==> src/rtl/b58enc_pkg.sv <==
// Shared constants, types and functions of the base-58 digit encoder.
`default_nettype none

package b58enc_pkg;

	localparam int VALUE_BITS_DEF = 32;
	localparam int IN_W           = 32;
	localparam int CHAR_W         = 7;
	localparam int DIGIT_W        = 6;
	localparam int RADIX          = 58;
	localparam int CHUNK_W        = 16;

	// x / 58 == (x * RECIP) >> RECIP_SHIFT for every x < 58 * 2^16
	localparam int PROD_IN_W     = DIGIT_W + CHUNK_W;
	localparam int RECIP_W       = 23;
	localparam int RECIP_SHIFT   = 28;
	localparam logic [RECIP_W-1:0] RECIP = 23'd4628198;
	localparam int PROD_W        = PROD_IN_W + RECIP_W;

	localparam logic [8*RADIX-1:0] ALPHABET =
		"123456789abcdefghijkmnopqrstuvwxyzABCDEFGHJKLMNPQRSTUVWXYZ";

	typedef struct packed {
		logic load;
		logic step;
		logic first;
		logic push;
		logic pop;
	} b58enc_cmd_t;

	typedef struct packed {
		logic quot_zero;
		logic last_digit;
		logic out_free;
	} b58enc_status_t;

	// Number of base-58 digits of the largest value of the given width.
	function automatic int b58_max_digits(input int bits);
		longint top;
		longint p;
		int     n;
		top = (longint'(1) <<< bits) - 1;
		p   = RADIX;
		n   = 1;
		for (int i = 0; i < 12; i++) begin
			if (p <= top) begin
				n++;
				p = p * RADIX;
			end
		end
		return n;
	endfunction

	function automatic logic [CHAR_W-1:0] b58_char(input logic [DIGIT_W-1:0] d);
		int idx;
		idx = int'(d);
		if (idx >= RADIX)
			idx = 0;
		return CHAR_W'(ALPHABET[8*(RADIX-1-idx) +: 8]);
	endfunction

endpackage

`default_nettype wire

==> src/rtl/b58enc_datapath.sv <==
// Datapath: chunked divide by 58, digit stack and output register.
`default_nettype none

module b58enc_datapath
	import b58enc_pkg::*;
#(
	parameter int VALUE_BITS = VALUE_BITS_DEF
) (
	input  wire logic                clk,
	input  wire logic                arst_n,
	input  wire logic [IN_W-1:0]     value,
	input  wire b58enc_cmd_t         cmd,
	output b58enc_status_t           status,
	output logic                     out_valid,
	input  wire logic                out_stall,
	output logic [CHAR_W-1:0]        character,
	output logic                     last
);

	localparam int Chunks    = (VALUE_BITS + CHUNK_W - 1) / CHUNK_W;
	localparam int QuotW     = Chunks * CHUNK_W;
	localparam int MaxDigits = b58_max_digits(VALUE_BITS);
	localparam int IdxW      = (MaxDigits > 1) ? $clog2(MaxDigits) : 1;
	localparam int DepW      = $clog2(MaxDigits + 1);

	logic [QuotW-1:0]   quot_q;
	logic [DIGIT_W-1:0] rem_q;
	logic [DIGIT_W-1:0] dig_q [MaxDigits];
	logic [DepW-1:0]    depth_q;
	logic               out_valid_q;
	logic [CHAR_W-1:0]  char_q;
	logic               last_q;

	logic [DIGIT_W-1:0]       rem_in;
	logic [PROD_IN_W-1:0]     dividend;
	logic [PROD_W-1:0]        prod;
	logic [CHUNK_W-1:0]       q_chunk;
	logic [PROD_IN_W-1:0]     rem_full;
	logic [DIGIT_W-1:0]       rem_next;
	logic [QuotW+CHUNK_W-1:0] quot_shift;
	logic [QuotW-1:0]         quot_next;
	logic [DepW-1:0]          depth_dec;
	logic [IdxW-1:0]          pop_idx;
	logic                     out_free;

	assign rem_in   = cmd.first ? '0 : rem_q;
	assign dividend = {rem_in, quot_q[QuotW-1 -: CHUNK_W]};
	assign prod     = PROD_W'(dividend) * PROD_W'(RECIP);
	assign q_chunk  = prod[RECIP_SHIFT +: CHUNK_W];
	// 58 = 32 + 16 + 8 + 2
	assign rem_full = dividend - ((PROD_IN_W'(q_chunk) << 5) + (PROD_IN_W'(q_chunk) << 4)
		+ (PROD_IN_W'(q_chunk) << 3) + (PROD_IN_W'(q_chunk) << 1));
	assign rem_next   = rem_full[DIGIT_W-1:0];
	assign quot_shift = {quot_q, q_chunk};
	assign quot_next  = quot_shift[QuotW-1:0];

	assign depth_dec = depth_q - DepW'(1);
	assign pop_idx   = depth_dec[IdxW-1:0];
	assign out_free  = !out_valid_q || !out_stall;

	assign status.quot_zero  = (quot_next == '0);
	assign status.last_digit = (depth_q == DepW'(1));
	assign status.out_free   = out_free;

	always_ff @(posedge clk or negedge arst_n) begin
		if (!arst_n) begin
			depth_q     <= '0;
			out_valid_q <= 1'b0;
		end else begin
			if (cmd.push)
				depth_q <= depth_q + DepW'(1);
			else if (cmd.pop)
				depth_q <= depth_dec;
			if (cmd.pop)
				out_valid_q <= 1'b1;
			else if (!out_stall)
				out_valid_q <= 1'b0;
		end
	end

	always_ff @(posedge clk) begin
		if (cmd.load)
			quot_q <= QuotW'(value[VALUE_BITS-1:0]);
		else if (cmd.step)
			quot_q <= quot_next;
		if (cmd.step)
			rem_q <= rem_next;
		if (cmd.push)
			dig_q[depth_q[IdxW-1:0]] <= rem_next;
		if (cmd.pop) begin
			char_q <= b58_char(dig_q[pop_idx]);
			last_q <= (depth_q == DepW'(1));
		end
	end

	assign out_valid = out_valid_q;
	assign character = char_q;
	assign last      = last_q;

	a_pop_nonempty: assert property (@(posedge clk) disable iff (!arst_n)
		cmd.pop |-> depth_q != '0)
		else $error("digit stack popped while empty");

	a_push_room: assert property (@(posedge clk) disable iff (!arst_n)
		cmd.push |-> depth_q < DepW'(MaxDigits))
		else $error("digit stack overflow");

	a_load_empty: assert property (@(posedge clk) disable iff (!arst_n)
		cmd.load |-> depth_q == '0)
		else $error("new value loaded with digits pending");

	a_pop_free: assert property (@(posedge clk) disable iff (!arst_n)
		cmd.pop |-> out_free)
		else $error("output register overwritten while stalled");

endmodule

`default_nettype wire

==> src/rtl/b58enc_ctrl.sv <==
// Controller: sequences load, divide steps and character pops.
`default_nettype none

module b58enc_ctrl
	import b58enc_pkg::*;
#(
	parameter int VALUE_BITS = VALUE_BITS_DEF
) (
	input  wire logic           clk,
	input  wire logic           arst_n,
	input  wire logic           in_valid,
	output logic                in_stall,
	input  wire b58enc_status_t status,
	output b58enc_cmd_t         cmd
);

	localparam int Chunks = (VALUE_BITS + CHUNK_W - 1) / CHUNK_W;
	localparam int CntW   = (Chunks > 1) ? $clog2(Chunks) : 1;

	typedef enum logic [1:0] {
		ST_IDLE,
		ST_DIVIDE,
		ST_EMIT
	} state_t;

	state_t          state_q;
	logic [CntW-1:0] chunk_cnt_q;
	logic            last_chunk;

	assign last_chunk = (chunk_cnt_q == CntW'(Chunks - 1));
	assign in_stall   = (state_q != ST_IDLE);

	always_comb begin
		cmd       = '0;
		cmd.load  = (state_q == ST_IDLE) && in_valid;
		cmd.step  = (state_q == ST_DIVIDE);
		cmd.first = (state_q == ST_DIVIDE) && (chunk_cnt_q == '0);
		cmd.push  = (state_q == ST_DIVIDE) && last_chunk;
		cmd.pop   = (state_q == ST_EMIT) && status.out_free;
	end

	always_ff @(posedge clk or negedge arst_n) begin
		if (!arst_n) begin
			state_q     <= ST_IDLE;
			chunk_cnt_q <= '0;
		end else begin
			unique case (state_q)
				ST_IDLE: begin
					chunk_cnt_q <= '0;
					if (in_valid)
						state_q <= ST_DIVIDE;
				end
				ST_DIVIDE: begin
					if (last_chunk) begin
						chunk_cnt_q <= '0;
						if (status.quot_zero)
							state_q <= ST_EMIT;
					end else begin
						chunk_cnt_q <= chunk_cnt_q + CntW'(1);
					end
				end
				ST_EMIT: begin
					// drop back once the least significant digit has gone out
					if (status.out_free && status.last_digit)
						state_q <= ST_IDLE;
				end
				default: state_q <= ST_IDLE;
			endcase
		end
	end

	a_stall_busy: assert property (@(posedge clk) disable iff (!arst_n)
		(state_q == ST_IDLE) && in_valid |=> in_stall)
		else $error("accepted a transaction without going busy");

	a_cnt_idle: assert property (@(posedge clk) disable iff (!arst_n)
		(state_q == ST_EMIT) |-> chunk_cnt_q == '0)
		else $error("chunk counter not cleared after divide");

	a_load_only_idle: assert property (@(posedge clk) disable iff (!arst_n)
		cmd.load |-> !cmd.step && !cmd.pop)
		else $error("load overlaps divide or pop");

endmodule

`default_nettype wire

==> src/rtl/base58_digit_encoder_core.sv <==
// Top level of the base-58 digit encoder: controller plus datapath.
//
//  channel | direction | handshake           | payload
//  in      | sink      | in_valid / in_stall | value[31:0]
//  out     | source    | out_valid/out_stall | character[6:0], last
//
// Each digit takes one divide step per 16-bit chunk of the value (two for 32 bits),
// each step one 22x23 reciprocal multiply; the digit count d is 1..6 for 32 bits.
// A value occupies the block through its division and its output; the next value
// is taken after the last character has been loaded into the output register.
// The output register is one transaction deep: a stall on out holds it and pauses
// the character pops. Reset clears the state machine, stack depth and out_valid.
`default_nettype none

module base58_digit_encoder_core
	import b58enc_pkg::*;
#(
	parameter int VALUE_BITS = VALUE_BITS_DEF
) (
	input  wire logic              clk,
	input  wire logic              arst_n,
	input  wire logic              in_valid,
	output logic                   in_stall,
	input  wire logic [IN_W-1:0]   value,
	output logic                   out_valid,
	input  wire logic              out_stall,
	output logic [CHAR_W-1:0]      character,
	output logic                   last
);

	b58enc_cmd_t    cmd;
	b58enc_status_t status;

	b58enc_ctrl #(
		.VALUE_BITS(VALUE_BITS)
	) u_ctrl (
		.clk      (clk),
		.arst_n   (arst_n),
		.in_valid (in_valid),
		.in_stall (in_stall),
		.status   (status),
		.cmd      (cmd)
	);

	b58enc_datapath #(
		.VALUE_BITS(VALUE_BITS)
	) u_datapath (
		.clk       (clk),
		.arst_n    (arst_n),
		.value     (value),
		.cmd       (cmd),
		.status    (status),
		.out_valid (out_valid),
		.out_stall (out_stall),
		.character (character),
		.last      (last)
	);

endmodule

`default_nettype wire
==> config.mk <==
export PLATFORM = sky130hd
export DESIGN_NAME = base58_digit_encoder_core
export DESIGN_NICKNAME = d
export VERILOG_FILES = /design/src/rtl/b58enc_pkg.sv /design/src/rtl/b58enc_datapath.sv /design/src/rtl/b58enc_ctrl.sv /design/src/rtl/base58_digit_encoder_core.sv
export SDC_FILE = /design/constraint.sdc
export NUM_CORES = 1
export LEC_CHECK = 0
export ABC_AREA = 1
export BUFFER_PORTS_ARGS = -buffer_cell sky130_fd_sc_hd__buf_2
export CAP_MARGIN = 20
export CORE_MARGIN = 1.5
export CORE_UTILIZATION = 45
export DETAILED_ROUTE_END_ITERATION = 16
export GPL_TIMING_DRIVEN = 0
export SYNTH_ARGS = -nofsm -noshare
export SYNTH_HDL_FRONTEND = slang
export SYNTH_HIERARCHICAL = 1
export SYNTH_SLANG_ARGS = --single-unit
==> constraint.sdc <==
create_clock -name clk -period 11.5 [get_ports clk]
set_input_delay 2.3 -clock clk [delete_from_list [all_inputs] [get_ports clk]]
set_output_delay 2.3 -clock clk [all_outputs]
set_load 0.03 [all_outputs]
Word-level counts from Yosys, hierarchy flattened
Memory sizes are Yosys's and may differ from the RTL's.
Index checks and enable logic that the tools add are counted.
- register bits after elaboration: 53
- RAM bits: 36
- input bits: 36
- output and inout bits: 10
- logic and storage cells: 62
- memories kept: 1
- add/subtract/negate cells: 8
- $mul: 1
- magnitude comparators: 1
- eq/ne operators: 8
- shift-type cells: 1
- muxes and demuxes: 18
- bitwise gates (word level): 1
- reduce and logical (&&, ||, !) cells: 15
- memories (memory ; depth ; bits a word ; read ports ; clocked after Yosys merged registers in ; write ports ; line ; source):
    u_datapath.dig_q ; 6 ; 6 ; 1 ; 0 ; 1 ; b58enc_datapath.sv:28 ; logic [DIGIT_W-1:0] dig_q [MaxDigits];
- operator list (cell ; number):
    464-bit by 32-bit variable part select with 7-bit output (first input constant) ; 1
    32-bit two-way mux ; 2
    22-bit by 22-bit multiplier with 43-bit output (second input constant) ; 1
    32-bit logical NOT ; 1
    29-bit two-way mux ; 1
    7-bit by 29-bit subtractor with 29-bit output (first input constant) ; 1
    6-bit adder ; 3
    6-bit two-way mux ; 2
    2-bit two-way mux ; 4
    2-bit nonzero test ; 4
    6-bit >= comparator (second input constant) ; 1
    3-bit two-way mux ; 2
    2-bit by 1-bit inequality test with 1-bit output (second input constant) ; 3
    2-bit case mux with 3 select lines ; 1
    6-bit subtractor ; 1
    1-bit logical AND ; 5
    1-bit two-way mux ; 5
    2-bit inequality test (second input constant) ; 2
    4-bit AND reduction ; 1
    3-bit by 1-bit adder with 3-bit output (second input constant) ; 1
    3-bit by 1-bit == test with 1-bit output (second input constant) ; 1
    3-bit by 1-bit subtractor with 3-bit output (second input constant) ; 1
    2-bit by 1-bit == test with 1-bit output (second input constant) ; 1
    2-bit == test (second input constant) ; 1
    other kinds (6) ; 7

Logic depth before layout (Yosys ltp)
Gate-level depths: netlist (run 1).
- depth after elaboration: 8
- gate-level depth with buffers: 45
- gate-level depth less buffers: 45

Hierarchy
The synthesis (run 1) kept the hierarchy.
- by module, submodules not included (module ; instances ; cells each ; area an instance (um2) ; sequential area each (um2)):
    b58enc_datapath ; 1 ; 1694 ; 14413.8 ; 2562.5
    b58enc_ctrl ; 1 ; 24 ; 188.9 ; 75.1

Worst setup path after synthesis (run 1)
OpenSTA, ideal clock, no wires.
- path type: register -> register
- from: reg u_ctrl.state_q[0]
- to: mem u_datapath.dig_q[0][5], data pin
- setup time: 0.279 ns
- arrival: 8.198 ns
- required time: 11.221 ns
- slack: 3.023 ns
- stages on the path, launching flop included: 43
- path buffers: 0
- clock period less this slack: 8.477 ns
- path through: dfrtp_1 inv_1 nor2_4 nand2_1 inv_1 inv_1 nand2_1 fa_1 inv_1 fa_1 inv_1 fa_1 inv_1 fa_1 inv_1 fa_1 inv_1 fa_1 [... 7 more ...] o21ai_0 a21o_1 or2_2 nand2_1 inv_1 fa_1 ha_1 ha_1 inv_1 ha_1 o21ai_0 nand2_1 xnor2_1 nand3b_1 nand3_1 nand2_1 nand2_1 nand2_1
- RTL lines (element ; line ; source):
    start, declared ; b58enc_ctrl.sv:26 ; state_t state_q;
    start signal, assigned ; b58enc_ctrl.sv:44 ; state_q <= ST_IDLE;
    start signal, assigned ; b58enc_ctrl.sv:51 ; state_q <= ST_DIVIDE;
    start signal, assigned ; b58enc_ctrl.sv:57 ; state_q <= ST_EMIT;
    end, declared ; b58enc_datapath.sv:28 ;

==> results of run 1 <==
registers in the layout, indices dropped and copies added, names as in the netlist, 2 cells and up:
register / cells
u_datapath/dig_q: 36
u_datapath/quot_q: 32
u_datapath/character: 7
u_datapath/rem_q: 6
u_datapath/depth_q: 3
u_ctrl/state_q: 2
area by class of cell:
class,count,area (µm²),area share (%)
plain buffers,14,68.8,0.440
clock inverters,7,68.8,0.440
inverters,526,1990,12.8
multi-input cells,1089,9900,63.4
flip-flops and latches,89,2640,16.9
well taps,402,503,3.22
clock buffers,9,225,1.44
repair buffers,45,225,1.44
worst register-to-register path: cells and delay by family (launching register included):
family | cells | cell delay [ps]
flops | 1 | 380
buf+inv | 13 | 900
simple gates | 13 | 1680
xor+xnor | 1 | 210
compound gates | 4 | 680
fa+ha+maj | 12 | 5330
routing by layer:
metal	GRT usage, %	vias to the layer above	share of wire, %
li1	-	5333	-
met1	32.9	5189	46
met2	40.9	205	49
met3	2.32	21	3.6
met4	2.95	0	1.0
met5	0	-	0
worst paths after layout:
kind	to	cells after the start	slack, ps
setup / recovery	u_datapath/rem_q[5]$_DFFE_PP_	43	1980
hold / removal	u_ctrl/chunk_cnt_q$_DFFE_PN0P_	2	490
setup reg to reg	u_datapath/rem_q[5]$_DFFE_PP_	43	1980
hold reg to reg	u_ctrl/chunk_cnt_q$_DFFE_PN0P_	2	490
max in group asynchronous	u_ctrl/chunk_cnt_q$_DFFE_PN0P_	1	9540
min in group asynchronous	u_datapath/depth_q[2]$_DFFE_PN0P_	1	1790
logic make-up (layout without fill, tap and decap cells):
| family | count (synthesis) | count (layout) |
|---|---|---|
| flip-flops | 89 | 89 |
| buffers and inverters | 540 | 601 |
| AO/OA/AOI/OAI | 161 | 161 |
| multiplexers | 2 | 2 |
| XOR/XNOR | 17 | 17 |
| adder cells (fa/ha/maj) | 411 | 411 |
| AND/OR/NAND/NOR | 498 | 498 |
metrics by stage:
stage / instance area [µm²] / cells / worst slack [ps] / utilization, %
global route: 15600 / 2181 / 1370 / 49.3
finish: 15600 / 2181 / 1980 / 49.3
floorplan: 14600 / 1718 / 3020 / -
CTS: 15600 / 2181 / 1940 / 49.3
global placement: 15300 / 2165 / 2060 / 48.3
detailed placement: 15300 / 2165 / 1960 / 48.3
cell usage in the layout (no fill, tap or decap), drive strengths merged:
master and count:
bufinv 2, o211ai 2, clkinv 5, ha 208, nor2 102, and3 4
inv 525, xnor2 9, nand4 16, nor4 3, o21bai 6, a31oi 9
clkbuf 17, dfrtp 7, or2 3, mux2i 2, o22ai 1, xor2 8
nor3 12, a21oi 48, a21o 10, o21ai 82, a211oi 2, nand2 305
clkinvlp 1, o21a 1, fa 203, edfxtp 82, nand3b 2, buf 51
nand3 51
==> impl_metrics.toml, run 1 <==
[run_status]
status = "complete, no violations"

[setup_path]
critPathKind = "reg -> reg"
critPathBufInv = 13
critPathMaxStageDelay_ps = 610
cp_common_cell = "inv_1"
cp_max_fo = 10
arrival_ps = 9530
worst_ep_required_time_ps = 11510
worstSetupStartpoint = "u_ctrl/state_q[0]$_DFFE_PN0P_"
critPathCaptureType = "flip-flop"
worstReg2RegStart = "u_ctrl/state_q[0]$_DFFE_PN0P_"
start_kind = "flip-flop"
slowest_stage = "fa_1"
crit_family = "adder cells"

[timing]
rsz0062_at_grt = "false"
min_period_ps = 9520
tns_ps = 0
min_period_over_period_pct = 82.8
whs_ps = 486
finalHoldViolCount = 0
setup_viol_count_final = 0
fin_skew_ps = 8.33
relSlewSlack_pct = 49.7
achievable-frequency_mhz = 105
tightestPinTransition_ps = 755
report.final.slew_viol_count = 0

[route]
routedWlPerCell_um = 16.9
drt_iter0_markers = 684
drcViolationCount = 0
vias = 10700
ant_nets = 0
dr.pass1.iters = 5
vias_per_cell = 4.93
routed_wirelength_mm = 36.9

[floorplanning]
initial_utilization_pct = 46.0
core_um2 = 31700
die_w_um = 183
fp.dieArea_um2 = 33500
row_count = 65
io_pins = 46
die_h_um = 183

[synth]
synth_top_family_by_area = "adder cells"
synth-xor-area-share_pct = 1.15
synth_common_cells = "518 x inv_1, 294 x nand2_1, 208 x ha_1, 203 x fa_1, 99 x nor2_1"
netlist_instances = 1718
yosysTopAreaCell = "fa_1"
avgSynthCellArea_um2 = 8.50
syn_area_um2 = 14600
synthArstFlopShare_pct = 7.87
ys_dominant_reg_cell = "edfxtp_1"
synthMuxAreaShare_pct = 0.137
synth-edff-count = 82
ys_warn_count = 6
yosysTopAreaCellShare_pct = 27.8
synth.area.top_cells = "fa_1 28%, ha_1 18%, edfxtp_1 17%"
yosysMostFrequentCell = "inv_1"
synth_compound_area_share_pct = 6.22
syn_nets = 2165
synthAdderAreaFrac_pct = 45.7
ys_types = 46
yosysSeqAreaShare_pct = 18.1
synth-simple-area-share_pct = 14.7
ys_ff_latch = 89

[clock_tree]
clk_pin_slew_worst_paths_ps = 60
cts_sinks = 89
cts.hold.buffers_added = 0
clockBufferDepth = 2
cts-root-buf = "clkbuf_16"
cts_tree = "yes"
cts-resized-gates = 0
post_cts_buffers = 0
clk-insertion-delay-late_ps = 340
cts_made_buffers = 9
h-tree-depth = 3

[grt]
gr-usage-all-layers_pct = 23.6
grt_max_degree = 33
grt_pass1_wl_mm = 60.4
antenna_found_initial = 0
grt_overflow = 0
grt_pass1_vias = 11200

[placed_design]
hpwl_mm = 32.7
portBuffers = 45
gp_congestion = 0.931

[worst_hold_path]
worstHoldStart = "u_ctrl/chunk_cnt_q$_DFFE_PN0P_"
hold_class = "reg -> reg"

[finish]
area_delta_synth_final_pct = 7.00
layout-drive-gt1-share_pct = 5.90
num-fill-cells = 3085
n_antenna_cell = 0
fin_nets = 2221

[run]
drv_cap = 0
Power of run 1 is not shown: default switching activity piles up to over one toggle a cycle in this logic, so the estimate is an artifact.
==> inputs of run 2 (changes only) <==
==> constraint.sdc (replaced) <==
create_clock -name clk -period 9.9 [get_ports clk]
set_input_delay 1.98 -clock clk [delete_from_list [all_inputs] [get_ports clk]]
set_output_delay 1.98 -clock clk [all_outputs]
set_load 0.03 [all_outputs]
==> impl_metrics.toml, run 2 (synthesis gave the netlist of run 1 again) <==
[timing]
whs_ps = 485
setup_viol_count_final = 0
tns_ps = 0
fin_skew_ps = 8.37
rsz0062_at_grt = "false"
min_period_over_period_pct = 93.8
min_period_ps = 9290
achievable-frequency_mhz = 108
tightestPinTransition_ps = 758
report.final.slew_viol_count = 0
finalHoldViolCount = 0
fin_ws_ps = 615
relSlewSlack_pct = 49.4

[run]
drv_cap = 0

[grt]
grt_max_degree = 33
antenna_found_initial = 0
grt_overflow = 0
grt_pass1_vias = 11200
grt_pass1_wl_mm = 60.4
gr-usage-all-layers_pct = 23.6

[finish]
final_cell_mix = "517 x inv_1, 290 x nand2_1, 208 x ha_1"
ff_latch_area_um2 = 2640
area_delta_synth_final_pct = 7.14
num-fill-cells = 3083
fin_nets = 2221
largest_reg_flops = 36
multiInputGateArea_um2 = 9920
final_common_cell = "inv_1"
n_antenna_cell = 0
layout-drive-gt1-share_pct = 6.18

[clock_tree]
clk_pin_slew_worst_paths_ps = 60
cts_tree = "yes"
cts_sinks = 89
cts_made_buffers = 9
clockBufferDepth = 2
clk-insertion-delay-late_ps = 340
h-tree-depth = 3
cts.hold.buffers_added = 0
cts-root-buf = "clkbuf_16"
cts-resized-gates = 0
post_cts_buffers = 0

[placed_design]
portBuffers = 45
dp_slack_ps = 364
gp_congestion = 0.931
hpwl_mm = 32.7

[setup_path]
critPathKind = "reg -> reg"
critPathMaxStageDelay_ps = 560
cp_max_fo = 10
worst_ep_required_time_ps = 9950
start_kind = "flip-flop"
critPathCaptureType = "flip-flop"
critPathBufInv = 10
cp_common_cell = "inv_1"
arrival_ps = 9330
worstRegToRegCells = 40
crit_family = "adder cells"
crit_cells = 40
slowest_stage = "fa_1"

[floorplanning]
row_count = 65
die_w_um = 183
io_pins = 46
fp.dieArea_um2 = 33500
initial_utilization_pct = 46.0
core_um2 = 31700
die_h_um = 183

[route]
dr.pass1.iters = 5
drt_iter0_markers = 589
drcViolationCount = 0
ant_nets = 0
vias_per_cell = 4.93
routed_wirelength_mm = 36.9
vias = 10800
routedWlPerCell_um = 16.9

[worst_hold_path]
holdPathStages = 2
hold_class = "reg -> reg"

[run_status]
status = "complete, no violations"
==> run 2: cell counts in the layout (fill, tap and decap cells not counted) <==
No cell type changed its count.
==> run 2: metal layers <==
layer  global-route usage (%)  vias to the layer above  part of all wire (%)
met1                     32.9                     5164                    46
met3                     2.32                       29                   3.8
met2                     40.9                      227                    49
li1                         -                     5334                     -
met4                     2.95                        0                   1.3
met5                        0                        -                     0
==> run 2: cell type report <==
type	count	share of cell area, %
Sequential cell	89	16.9
Clock buffer	9	1.44
Buffer	14	0.440
Inverter	526	12.7
Timing Repair Buffer	45	1.44
Multi-Input combinational cell	1089	63.4
Tap cell	402	3.21
Clock inverter	7	0.440
==> run 2: through the flow <==
step	cells	cell area, µm²	utilization [%]
global route	2181	15600	49.3
floorplan	1718	14600	-
CTS	2181	15600	49.3
finish	2181	15600	49.3
global placement	2165	15300	48.3
detailed placement	2165	15300	48.3
==> run 2: tightest hold or removal path, stage by stage (launching register included) <==
cell,delay (ps)
dfrtp_1,340
nand2_1,50
nand2_1,60
==> run 2: worst paths after layout <==
kind | startpoint | endpoint | slack [ps]
setup reg to reg | u_ctrl/state_q[1]$_DFFE_PN0P_ | u_datapath/rem_q[5]$_DFFE_PP_ | 610
setup / recovery | u_ctrl/state_q[1]$_DFFE_PN0P_ | u_datapath/rem_q[5]$_DFFE_PP_ | 610
min in group asynchronous | arst_n | u_datapath/depth_q[2]$_DFFE_PN0P_ | 1470
hold reg to reg | u_ctrl/chunk_cnt_q$_DFFE_PN0P_ | u_ctrl/chunk_cnt_q$_DFFE_PN0P_ | 480
max in group asynchronous | arst_n | u_ctrl/chunk_cnt_q$_DFFE_PN0P_ | 8260
hold / removal | u_ctrl/chunk_cnt_q$_DFFE_PN0P_ | u_ctrl/chunk_cnt_q$_DFFE_PN0P_ | 480
Power of run 2 is left out for the same reason.
